`src/sv/tile_map_ray_march_top_macros.svh`:
```
// Assertion helpers shared by the ray march RTL.
`ifndef TILE_MAP_RAY_MARCH_TOP_MACROS_SVH
`define TILE_MAP_RAY_MARCH_TOP_MACROS_SVH
`ifndef NO_ASSERTIONS
`define TMRM_ASSERT(lbl, prop) \
	lbl: assert property (@(posedge clk) disable iff (!arst_n) prop) \
		else $error("tmrm assertion failed");
`define TMRM_ASSERT_NEXT(lbl, ante, cons) \
	lbl: assert property (@(posedge clk) disable iff (!arst_n) (ante) |=> (cons)) \
		else $error("tmrm assertion failed");
`else
`define TMRM_ASSERT(lbl, prop)
`define TMRM_ASSERT_NEXT(lbl, ante, cons)
`endif
`endif

```
`src/sv/tmrm_pkg.sv`:
```
package tmrm_pkg;

	localparam int MAP_ROWS_DEF = 16;
	localparam int MAP_COLS = 16;
	localparam int ROW_BITS_W = 16;
	localparam int MAP_COLS_EFF = (MAP_COLS < ROW_BITS_W) ? MAP_COLS : ROW_BITS_W;

	localparam int LEN_W = 9;
	localparam int HGT_W = 11;
	localparam int POS_W = 14;
	localparam int ANG_W = 10;
	localparam int SCR_W = 12;
	localparam int TSH_W = 3;
	localparam int CFG_IDX_W = 2;

	localparam logic [LEN_W-1:0] STEP_LEN = 9'd3;
	localparam logic [LEN_W-1:0] MAX_LEN = 9'd501;
	localparam int START_OFF_Q4 = 128;
	localparam int DEN_OFFSET = 10000;

	localparam logic [TSH_W-1:0] TILE_SHIFT_RST = 3'd5;
	localparam logic [SCR_W-1:0] SCREEN_H_RST = 12'd480;

	// angles in half degrees
	localparam logic [10:0] ANG_QUAD = 11'd180;
	localparam logic [10:0] ANG_HALF = 11'd360;
	localparam logic [10:0] ANG_3QUAD = 11'd540;
	localparam logic [10:0] ANG_FULL = 11'd720;

	localparam int SIN_ENTRIES = 181;
	localparam int SIN_W = 15;
	localparam int TRIG_W = 16;
	localparam int SERIES_TERMS = 12;
	localparam logic [63:0] PI_Q30 = 64'd3373259426;
	localparam logic [63:0] SERIES_DEN [1:SERIES_TERMS] = '{
		64'd6, 64'd20, 64'd42, 64'd72, 64'd110, 64'd156,
		64'd210, 64'd272, 64'd342, 64'd420, 64'd506, 64'd600
	};

	typedef enum logic {
		CMD_ROW_WRITE = 1'b0,
		CMD_CAST      = 1'b1
	} cmd_t;

	typedef enum logic [CFG_IDX_W-1:0] {
		REG_TILE_SHIFT    = 2'd0,
		REG_SCREEN_HEIGHT = 2'd1
	} reg_idx_t;

	typedef struct packed {
		logic busy;
		logic done;
	} hgt_stat_t;

	// Q1.14 quarter-wave sine, evaluated once at elaboration by a Q30 Taylor series
	function automatic logic [SIN_ENTRIES*SIN_W-1:0] build_sin_rom();
		logic [SIN_ENTRIES*SIN_W-1:0] rom;
		logic [63:0] x;
		logic [63:0] x2;
		logic [63:0] term;
		logic signed [63:0] sum;
		logic [63:0] rnd;
		rom = '0;
		for (int k = 0; k < SIN_ENTRIES; k++) begin
			x = (64'(k) * PI_Q30 + 64'd180) / 64'd360;
			x2 = (x * x) >> 30;
			term = x;
			sum = $signed(x);
			for (int n = 1; n <= SERIES_TERMS; n++) begin
				term = (term * x2) / SERIES_DEN[n];
				term = term >> 30;
				if (n % 2 == 1)
					sum = sum - $signed(term);
				else
					sum = sum + $signed(term);
			end
			if (sum < 0)
				sum = 0;
			rnd = ($unsigned(sum) + 64'd32768) >> 16;
			rom[k*SIN_W +: SIN_W] = rnd[SIN_W-1:0];
		end
		return rom;
	endfunction

	localparam logic [SIN_ENTRIES*SIN_W-1:0] SIN_ROM = build_sin_rom();

	// sine of an angle in half degrees, input below twice a full turn
	function automatic logic signed [TRIG_W-1:0] sin_hd(input logic [10:0] a);
		logic [10:0] r;
		logic [7:0] idx;
		logic neg;
		logic [SIN_W-1:0] mag;
		r = (a >= ANG_FULL) ? a - ANG_FULL : a;
		if (r <= ANG_QUAD) begin
			idx = r[7:0];
			neg = 1'b0;
		end else if (r <= ANG_HALF) begin
			idx = 8'(ANG_HALF - r);
			neg = 1'b0;
		end else if (r <= ANG_3QUAD) begin
			idx = 8'(r - ANG_HALF);
			neg = 1'b1;
		end else begin
			idx = 8'(ANG_FULL - r);
			neg = 1'b1;
		end
		mag = SIN_ROM[32'(idx)*SIN_W +: SIN_W];
		return neg ? -$signed({1'b0, mag}) : $signed({1'b0, mag});
	endfunction

endpackage

```
`src/sv/tmrm_map_mem.sv`:
```
module tmrm_map_mem
	import tmrm_pkg::*;
#(
	parameter int ROWS = MAP_ROWS_DEF,
	parameter int ROW_W = (ROWS > 1) ? $clog2(ROWS) : 1
) (
	input  logic                  clk,
	input  logic                  arst_n,
	input  logic                  wr_en,
	input  logic [ROW_W-1:0]      wr_addr,
	input  logic [ROW_BITS_W-1:0] wr_data,
	input  logic [ROW_W-1:0]      rd_addr,
	output logic [ROW_BITS_W-1:0] rd_data
);

	logic [ROW_BITS_W-1:0] mem [ROWS];
	logic [ROWS-1:0] valid_q;
	logic [ROW_BITS_W-1:0] rd_data_q;
	logic rd_valid_q;

	always_ff @(posedge clk or negedge arst_n) begin
		if (!arst_n) begin
			valid_q <= '0;
		end else if (wr_en) begin
			valid_q[wr_addr] <= 1'b1;
		end
	end

	always_ff @(posedge clk) begin
		if (wr_en)
			mem[wr_addr] <= wr_data;
		rd_data_q <= mem[rd_addr];
		rd_valid_q <= valid_q[rd_addr];
	end

	// rows never written read as open floor
	assign rd_data = rd_valid_q ? rd_data_q : '0;

endmodule

```
`src/sv/tmrm_height.sv`:
```
module tmrm_height
	import tmrm_pkg::*;
(
	input  logic             clk,
	input  logic             arst_n,
	input  logic             start,
	input  logic [LEN_W-1:0] len,
	input  logic [HGT_W-1:0] hh,
	output hgt_stat_t        stat,
	output logic [HGT_W-1:0] height
);

	typedef enum logic [2:0] {
		H_IDLE, H_SQ, H_PROD, H_SQT, H_MULT, H_CMP, H_DONE
	} hstate_t;

	hstate_t state_q;
	logic [LEN_W-1:0] len_q;
	logic [HGT_W-1:0] hh_q;
	logic [2*HGT_W-1:0] hh2_q;
	logic [2*LEN_W-1:0] len2_q;
	logic [2*HGT_W+2*LEN_W-1:0] lhs_q;
	logic [2*LEN_W-1:0] den_q;
	logic [2*HGT_W-1:0] sq_q;
	logic [2*HGT_W+2*LEN_W-1:0] prod_q;
	logic [HGT_W-1:0] m_q;
	logic [3:0] bit_q;
	logic [HGT_W-1:0] trial;

	assign trial = m_q | (HGT_W'(1) << bit_q);

	// largest m with m*m*(L*L+10000) <= hh*hh*L*L, settled one bit per pass
	always_ff @(posedge clk or negedge arst_n) begin
		if (!arst_n) begin
			state_q <= H_IDLE;
			m_q <= '0;
			bit_q <= '0;
		end else if (start) begin
			len_q <= len;
			hh_q <= hh;
			state_q <= H_SQ;
		end else begin
			unique case (state_q)
				H_IDLE, H_DONE: begin
				end
				H_SQ: begin
					hh2_q <= hh_q * hh_q;
					len2_q <= len_q * len_q;
					state_q <= H_PROD;
				end
				H_PROD: begin
					lhs_q <= hh2_q * len2_q;
					den_q <= len2_q + (2*LEN_W)'(DEN_OFFSET);
					m_q <= '0;
					bit_q <= 4'(HGT_W - 1);
					state_q <= H_SQT;
				end
				H_SQT: begin
					sq_q <= trial * trial;
					state_q <= H_MULT;
				end
				H_MULT: begin
					prod_q <= sq_q * den_q;
					state_q <= H_CMP;
				end
				H_CMP: begin
					if (prod_q <= lhs_q)
						m_q <= trial;
					if (bit_q == '0) begin
						state_q <= H_DONE;
					end else begin
						bit_q <= bit_q - 4'd1;
						state_q <= H_SQT;
					end
				end
				default: state_q <= H_IDLE;
			endcase
		end
	end

	assign stat.busy = (state_q != H_IDLE) && (state_q != H_DONE);
	assign stat.done = (state_q == H_DONE);
	assign height = m_q;

endmodule

```
`src/sv/tile_map_ray_march_top.sv`:
```
// Tile-map ray marcher. Row-write beats (command 0) load one row of the wall map into
// a one-port-read map memory; they give no result. A cast beat (command 1) marches a
// ray from pos+8 px in 3 px steps until a wall cell or length 501, probing the map
// memory once per cycle with the next probe read issued while the previous one is
// checked, then runs an 11-bit bit-serial search for the band height (per bit:
// square, scale, compare). A cast of 1 to 167 probes passes through the setup states
// (S_INIT, S_LOAD), the march and the height search before its result beat. The input
// stalls for that time, and longer while an earlier result still waits in the output
// register. It then reopens while the result waits there. The map reads as empty
// after reset. Configuration writes are taken in any cycle; write them only while no
// cast is in flight.
`include "tile_map_ray_march_top_macros.svh"

module tile_map_ray_march_top
	import tmrm_pkg::*;
#(
	parameter int MAP_ROWS = MAP_ROWS_DEF
) (
	input  logic                  clk,
	input  logic                  arst_n,

	input  logic                  in_valid,
	output logic                  in_stall,
	input  logic                  command,
	input  logic [3:0]            row_index,
	input  logic [ROW_BITS_W-1:0] row_bits,
	input  logic [POS_W-1:0]      pos_x,
	input  logic [POS_W-1:0]      pos_y,
	input  logic [ANG_W-1:0]      angle,

	output logic                  out_valid,
	input  logic                  out_stall,
	output logic [LEN_W-1:0]      ray_length,
	output logic                  wall_hit,
	output logic [HGT_W-1:0]      half_height,

	input  logic                  cfg_valid,
	output logic                  cfg_ready,
	input  logic [CFG_IDX_W-1:0]  cfg_index,
	input  logic [SCR_W-1:0]      cfg_data
);

	localparam int ROW_W = (MAP_ROWS > 1) ? $clog2(MAP_ROWS) : 1;
	localparam int PX_W = 26;
	localparam int DSTEP_W = 18;
	localparam int SCALE_SH = 10;

	typedef enum logic [2:0] {
		S_IDLE, S_INIT, S_LOAD, S_MARCH, S_HGT
	} state_t;

	state_t state_q;
	logic [TSH_W-1:0] tile_shift_q;
	logic [SCR_W-1:0] screen_h_q;
	logic [POS_W-1:0] pos_x_q, pos_y_q;
	logic [ANG_W-1:0] ang_q;
	logic signed [DSTEP_W-1:0] dc3_q, ds3_q;
	logic signed [PX_W-1:0] px_q, py_q;
	logic [LEN_W-1:0] len_q;

	logic vld_s1, in_map_s1;
	logic [3:0] col_s1;
	logic [LEN_W-1:0] len_s1;

	logic [LEN_W-1:0] fin_len_q;
	logic fin_hit_q;

	logic out_valid_q, wall_hit_q;
	logic [LEN_W-1:0] ray_length_q;
	logic [HGT_W-1:0] half_height_q;

	logic accept, wr_en, finish, wall, hgt_start, out_load;
	logic signed [TRIG_W-1:0] cos_c, sin_c;
	logic signed [DSTEP_W-1:0] dc3_c, ds3_c;
	logic [14:0] sxi, syi;
	logic [10:0] col_c, row_c;
	logic in_map_c;
	logic [ROW_BITS_W-1:0] rd_data;
	hgt_stat_t hstat;
	logic [HGT_W-1:0] height;

	assign accept = in_valid && !in_stall;
	assign in_stall = (state_q != S_IDLE);
	assign cfg_ready = 1'b1;
	assign wr_en = accept && (command == CMD_ROW_WRITE) && (7'(row_index) < 7'(MAP_ROWS));

	always_comb begin
		cos_c = sin_hd(11'(ang_q) + ANG_QUAD);
		sin_c = sin_hd(11'(ang_q));
		dc3_c = (DSTEP_W'(cos_c) <<< 1) + DSTEP_W'(cos_c);
		ds3_c = (DSTEP_W'(sin_c) <<< 1) + DSTEP_W'(sin_c);
		sxi = 15'(pos_x_q) + 15'(START_OFF_Q4);
		syi = 15'(pos_y_q) + 15'(START_OFF_Q4);
	end

	// cell of the current probe; a negative coordinate is off the map
	always_comb begin
		col_c = px_q[24:14] >> tile_shift_q;
		row_c = py_q[24:14] >> tile_shift_q;
		in_map_c = !px_q[PX_W-1] && !py_q[PX_W-1] &&
			(col_c < 11'(MAP_COLS_EFF)) && (row_c < 11'(MAP_ROWS));
	end

	assign wall = vld_s1 && in_map_s1 && rd_data[col_s1];
	assign finish = vld_s1 && (wall || (len_s1 == MAX_LEN));
	assign hgt_start = (state_q == S_MARCH) && finish;
	assign out_load = (state_q == S_HGT) && hstat.done && (!out_valid_q || !out_stall);

	tmrm_map_mem #(
		.ROWS (MAP_ROWS),
		.ROW_W(ROW_W)
	) u_map (
		.clk    (clk),
		.arst_n (arst_n),
		.wr_en  (wr_en),
		.wr_addr(ROW_W'(row_index)),
		.wr_data(row_bits),
		.rd_addr(row_c[ROW_W-1:0]),
		.rd_data(rd_data)
	);

	tmrm_height u_height (
		.clk   (clk),
		.arst_n(arst_n),
		.start (hgt_start),
		.len   (len_s1),
		.hh    (screen_h_q[SCR_W-1:1]),
		.stat  (hstat),
		.height(height)
	);

	always_ff @(posedge clk or negedge arst_n) begin
		if (!arst_n) begin
			tile_shift_q <= TILE_SHIFT_RST;
			screen_h_q <= SCREEN_H_RST;
		end else if (cfg_valid && cfg_ready) begin
			unique case (cfg_index)
				REG_TILE_SHIFT:    tile_shift_q <= cfg_data[TSH_W-1:0];
				REG_SCREEN_HEIGHT: screen_h_q <= cfg_data;
				default: begin
				end
			endcase
		end
	end

	always_ff @(posedge clk or negedge arst_n) begin
		if (!arst_n) begin
			state_q <= S_IDLE;
			vld_s1 <= 1'b0;
			out_valid_q <= 1'b0;
		end else begin
			if (out_load)
				out_valid_q <= 1'b1;
			else if (out_valid_q && !out_stall)
				out_valid_q <= 1'b0;
			unique case (state_q)
				S_IDLE: begin
					if (accept && command == CMD_CAST) begin
						pos_x_q <= pos_x;
						pos_y_q <= pos_y;
						ang_q <= angle;
						state_q <= S_INIT;
					end
				end
				S_INIT: begin
					dc3_q <= dc3_c;
					ds3_q <= ds3_c;
					state_q <= S_LOAD;
				end
				S_LOAD: begin
					px_q <= $signed({1'b0, sxi, {SCALE_SH{1'b0}}}) + PX_W'(dc3_q);
					py_q <= $signed({1'b0, syi, {SCALE_SH{1'b0}}}) + PX_W'(ds3_q);
					len_q <= STEP_LEN;
					state_q <= S_MARCH;
				end
				S_MARCH: begin
					// issue the next probe while checking the previous one
					vld_s1 <= !finish && (len_q <= MAX_LEN);
					in_map_s1 <= in_map_c;
					col_s1 <= col_c[3:0];
					len_s1 <= len_q;
					px_q <= px_q + PX_W'(dc3_q);
					py_q <= py_q + PX_W'(ds3_q);
					len_q <= len_q + STEP_LEN;
					if (finish) begin
						fin_hit_q <= wall;
						fin_len_q <= len_s1;
						state_q <= S_HGT;
					end
				end
				S_HGT: begin
					// hold the result in the height unit until the output frees up
					if (out_load) begin
						ray_length_q <= fin_len_q;
						wall_hit_q <= fin_hit_q;
						half_height_q <= height;
						state_q <= S_IDLE;
					end
				end
				default: state_q <= S_IDLE;
			endcase
		end
	end

	assign out_valid = out_valid_q;
	assign ray_length = ray_length_q;
	assign wall_hit = wall_hit_q;
	assign half_height = half_height_q;

	`TMRM_ASSERT(a_probe_len, vld_s1 |-> (len_s1 <= MAX_LEN))
	`TMRM_ASSERT_NEXT(a_finish_starts_hgt, (state_q == S_MARCH && finish), hstat.busy)
	`TMRM_ASSERT(a_idle_hgt_quiet, (state_q == S_IDLE) |-> !hstat.busy)
	`TMRM_ASSERT(a_out_len_nonzero, out_valid |-> (ray_length != '0))

endmodule
```
`config.mk`:
```
export PLATFORM = sky130hd
export DESIGN_NAME = tile_map_ray_march_top
export DESIGN_NICKNAME = d
export VERILOG_FILES = /design/src/sv/tmrm_pkg.sv /design/src/sv/tmrm_map_mem.sv /design/src/sv/tmrm_height.sv /design/src/sv/tile_map_ray_march_top.sv
export VERILOG_INCLUDE_DIRS = /design/src /design/src/sv
export SDC_FILE = /design/constraint.sdc
export NUM_CORES = 2
export LEC_CHECK = 0
export BUFFER_PORTS_ARGS = -buffer_cell sky130_fd_sc_hd__buf_4
export CAP_MARGIN = 15
export CORE_UTILIZATION = 35
export CTS_BUF_LIST = sky130_fd_sc_hd__clkbuf_16
export DETAILED_ROUTE_END_ITERATION = 10
export HOLD_SLACK_MARGIN = 0.08
export PLACE_DENSITY = 0.61
export RECOVER_POWER = 50
export SKIP_CTS_REPAIR_TIMING = 1
export SLEW_MARGIN = 20
export SYNTH_ARGS = -nofsm -noshare
export SYNTH_HDL_FRONTEND = slang
export SYNTH_HIERARCHICAL = 1
export SYNTH_SLANG_ARGS = --single-unit
export TNS_END_PERCENT = 100
```
`constraint.sdc`:
```
create_clock -name clk -period 11.1 [get_ports clk]
set_clock_uncertainty 0.1 [all_clocks]
set_input_delay 0 -clock clk [delete_from_list [all_inputs] [get_ports clk]]
set_output_delay 0 -clock clk [all_outputs]
set_load 0.005 [all_outputs]
```
==> impl_metrics.yaml <==
placement:
  place_congestion: 0.940
  numPortBuffers: 100
  dp_hpwl_mm: 146
timing:
  grt_setup_unrepaired: "false"
  tns_ns: 0
  min_period_over_period_pct: 94.9
  period_needed_ns: 10.53
  tightest_slew_ns: 3.90
  fmaxAchievable_ghz: 0.0950
  finalHoldViolations: 0
  finalMaxSlewViolations: 366
  relSlewSlack_pct: -160
  setup_viol: 0
finish:
  filler_cell_count: 20000
  multi_input_area_um2: 46700
  nets: 8910
  register_area_um2: 20000
  layout-drive-gt1-share_pct: 7.39
  area.growth.synth_to_final_pct: 11.1
  final_cell_mix: "inv_1 (1164), fa_1 (747), nand2_1 (742), ha_1 (626), edfxtp_1 (610)"
  mostFrequentLayoutCell: "inv_1"
floorplan:
  ios: 102
  die_area_um2: 209000
  rows: 166
  initial_core_util_pct: 35.3
  die_w_um: 457
  fp.coreArea_um2: 205000
  die_y_um: 457
grt:
  grt_max_degree: 79
  grt_pass1_wl_mm: 319
  overflow: 0
  antenna_found_initial: 3
  first_global_vias: 56100
  track_usage_pct: 19.2
drt:
  dr.first_iter.drc_count: 3960
  viasPerCell: 5.34
  vias: 54600
  drt_wl_total_mm: 201
  drcViolationCount: 0
  drtPass1Iterations: 6
  drt-wirelength-per-cell_um: 19.7
  drtAntennaViolNets: 0
run_status:
  violations: "max-capacitance violations, max-slew violations"
  status: "complete, but fails checks"
cts:
  cts_num_sinks: 680
  cts_tree: "done"
  cts_buffer_depth: 3
  cts.clk_slew.worst_paths_ns: 0.06
  cts-root-buf: "clkbuf_16"
  cts_max_level: 3
  numCtsBuffers: 78
  clk_latency_ns: 0.73
run:
  max-cap-violations: 9
worst_setup_path:
  crit_slowest_cell: "a221oi_1"
  cp.arrival_ns: 10.86
  crit_path_start_kind: "flop"
  worstPathMaxFanout: 14
  crit_top_cell: "a21oi_1"
  worst-setup-path-type: "flop to flop"
  path_delay_family: "compound AO/OA/AOI/OAI gates"
  end_kind: "flop"
  critPathBufInv: 3
  cpPeakStageDelay_ns: 1.27
  cp.required_ns: 11.43
worst_hold_path:
  hold_class: "input pin to flop"
yosys:
  syn_area_um2: 72400
  postSynthAreaPerCell_um2: 9.87
  yosys_warnings: 6
  syn-instance-count: 7334
worst min-delay path, cell delays in order:
cell	delay [ns]
buf_4	0.08
nand3b_1	0.45
mux2_2	0.25
final cells by class:
class | count | area share [%]
multi-input combinational | 5160 | 58.1
sequential | 680 | 24.9
tap | 2688 | 4.18
timing repair buffer | 384 | 3.88
clock inverter | 68 | 1.11
inverter | 1155 | 5.40
clock buffer | 78 | 2.43
antenna | 2 | 0.00622
layer usage:
layer	track usage (%)	share of wire (%)	routed length [µm]	vias to the layer above
met4	7.45	3.7	7490	2
met2	33.0	49	99000	1595
met1	24.5	42	84200	27700
met5	0	0.0065	13	-
li1	-	-	-	25000
met3	2.45	5.3	10700	347
path summary, 6_finish.rpt:
path,start,to,slack [ns],cells past startpoint
setup / recovery,ang_q[4],dc3_q[16],0.57,39
setup reg to reg,ang_q[4],dc3_q[16],0.57,39
max in group asynchronous,arst_n,screen_h_q[1],7.82,4
hold reg to reg,fin_len_q[5],ray_length[5],0.34,0
hold / removal,cfg_index[1],screen_h_q[9],0.05,3
min in group asynchronous,arst_n,u_height/state_q[2],1.34,4
metrics by stage:
stage	util [%]	area, µm²	hold slack [ns]	setup slack [ns]	std cells
after floorplan	-	72400	-0.396	2.22	7348
after global placement	37.2	76200	-0.180	0.731	9920
after detailed placement	37.2	76200	-0.178	0.722	9920
after CTS	38.6	79100	-0.944	0.702	10100
after global routing	39.2	80400	0.0990	0.00288	10200
final	39.2	80400	0.0472	0.569	10200
registers in the layout, summed over array words and instances (netlist names), 16 cells and up:
register,count
u_height/len2_q,17
dc3_q,18
u_height/sq_q,21
u_height/den_q,17
u_map/rd_data_q,16
py_q,26
px_q,26
ds3_q,18
u_map/mem,256
u_height/hh2_q,21
u_height/lhs_q,39
u_height/prod_q,39
u_map/valid_q,16
Power is left out: the tool's default activity adds up to more than one toggle a clock period on the data nets, which glitch-free logic cannot reach.
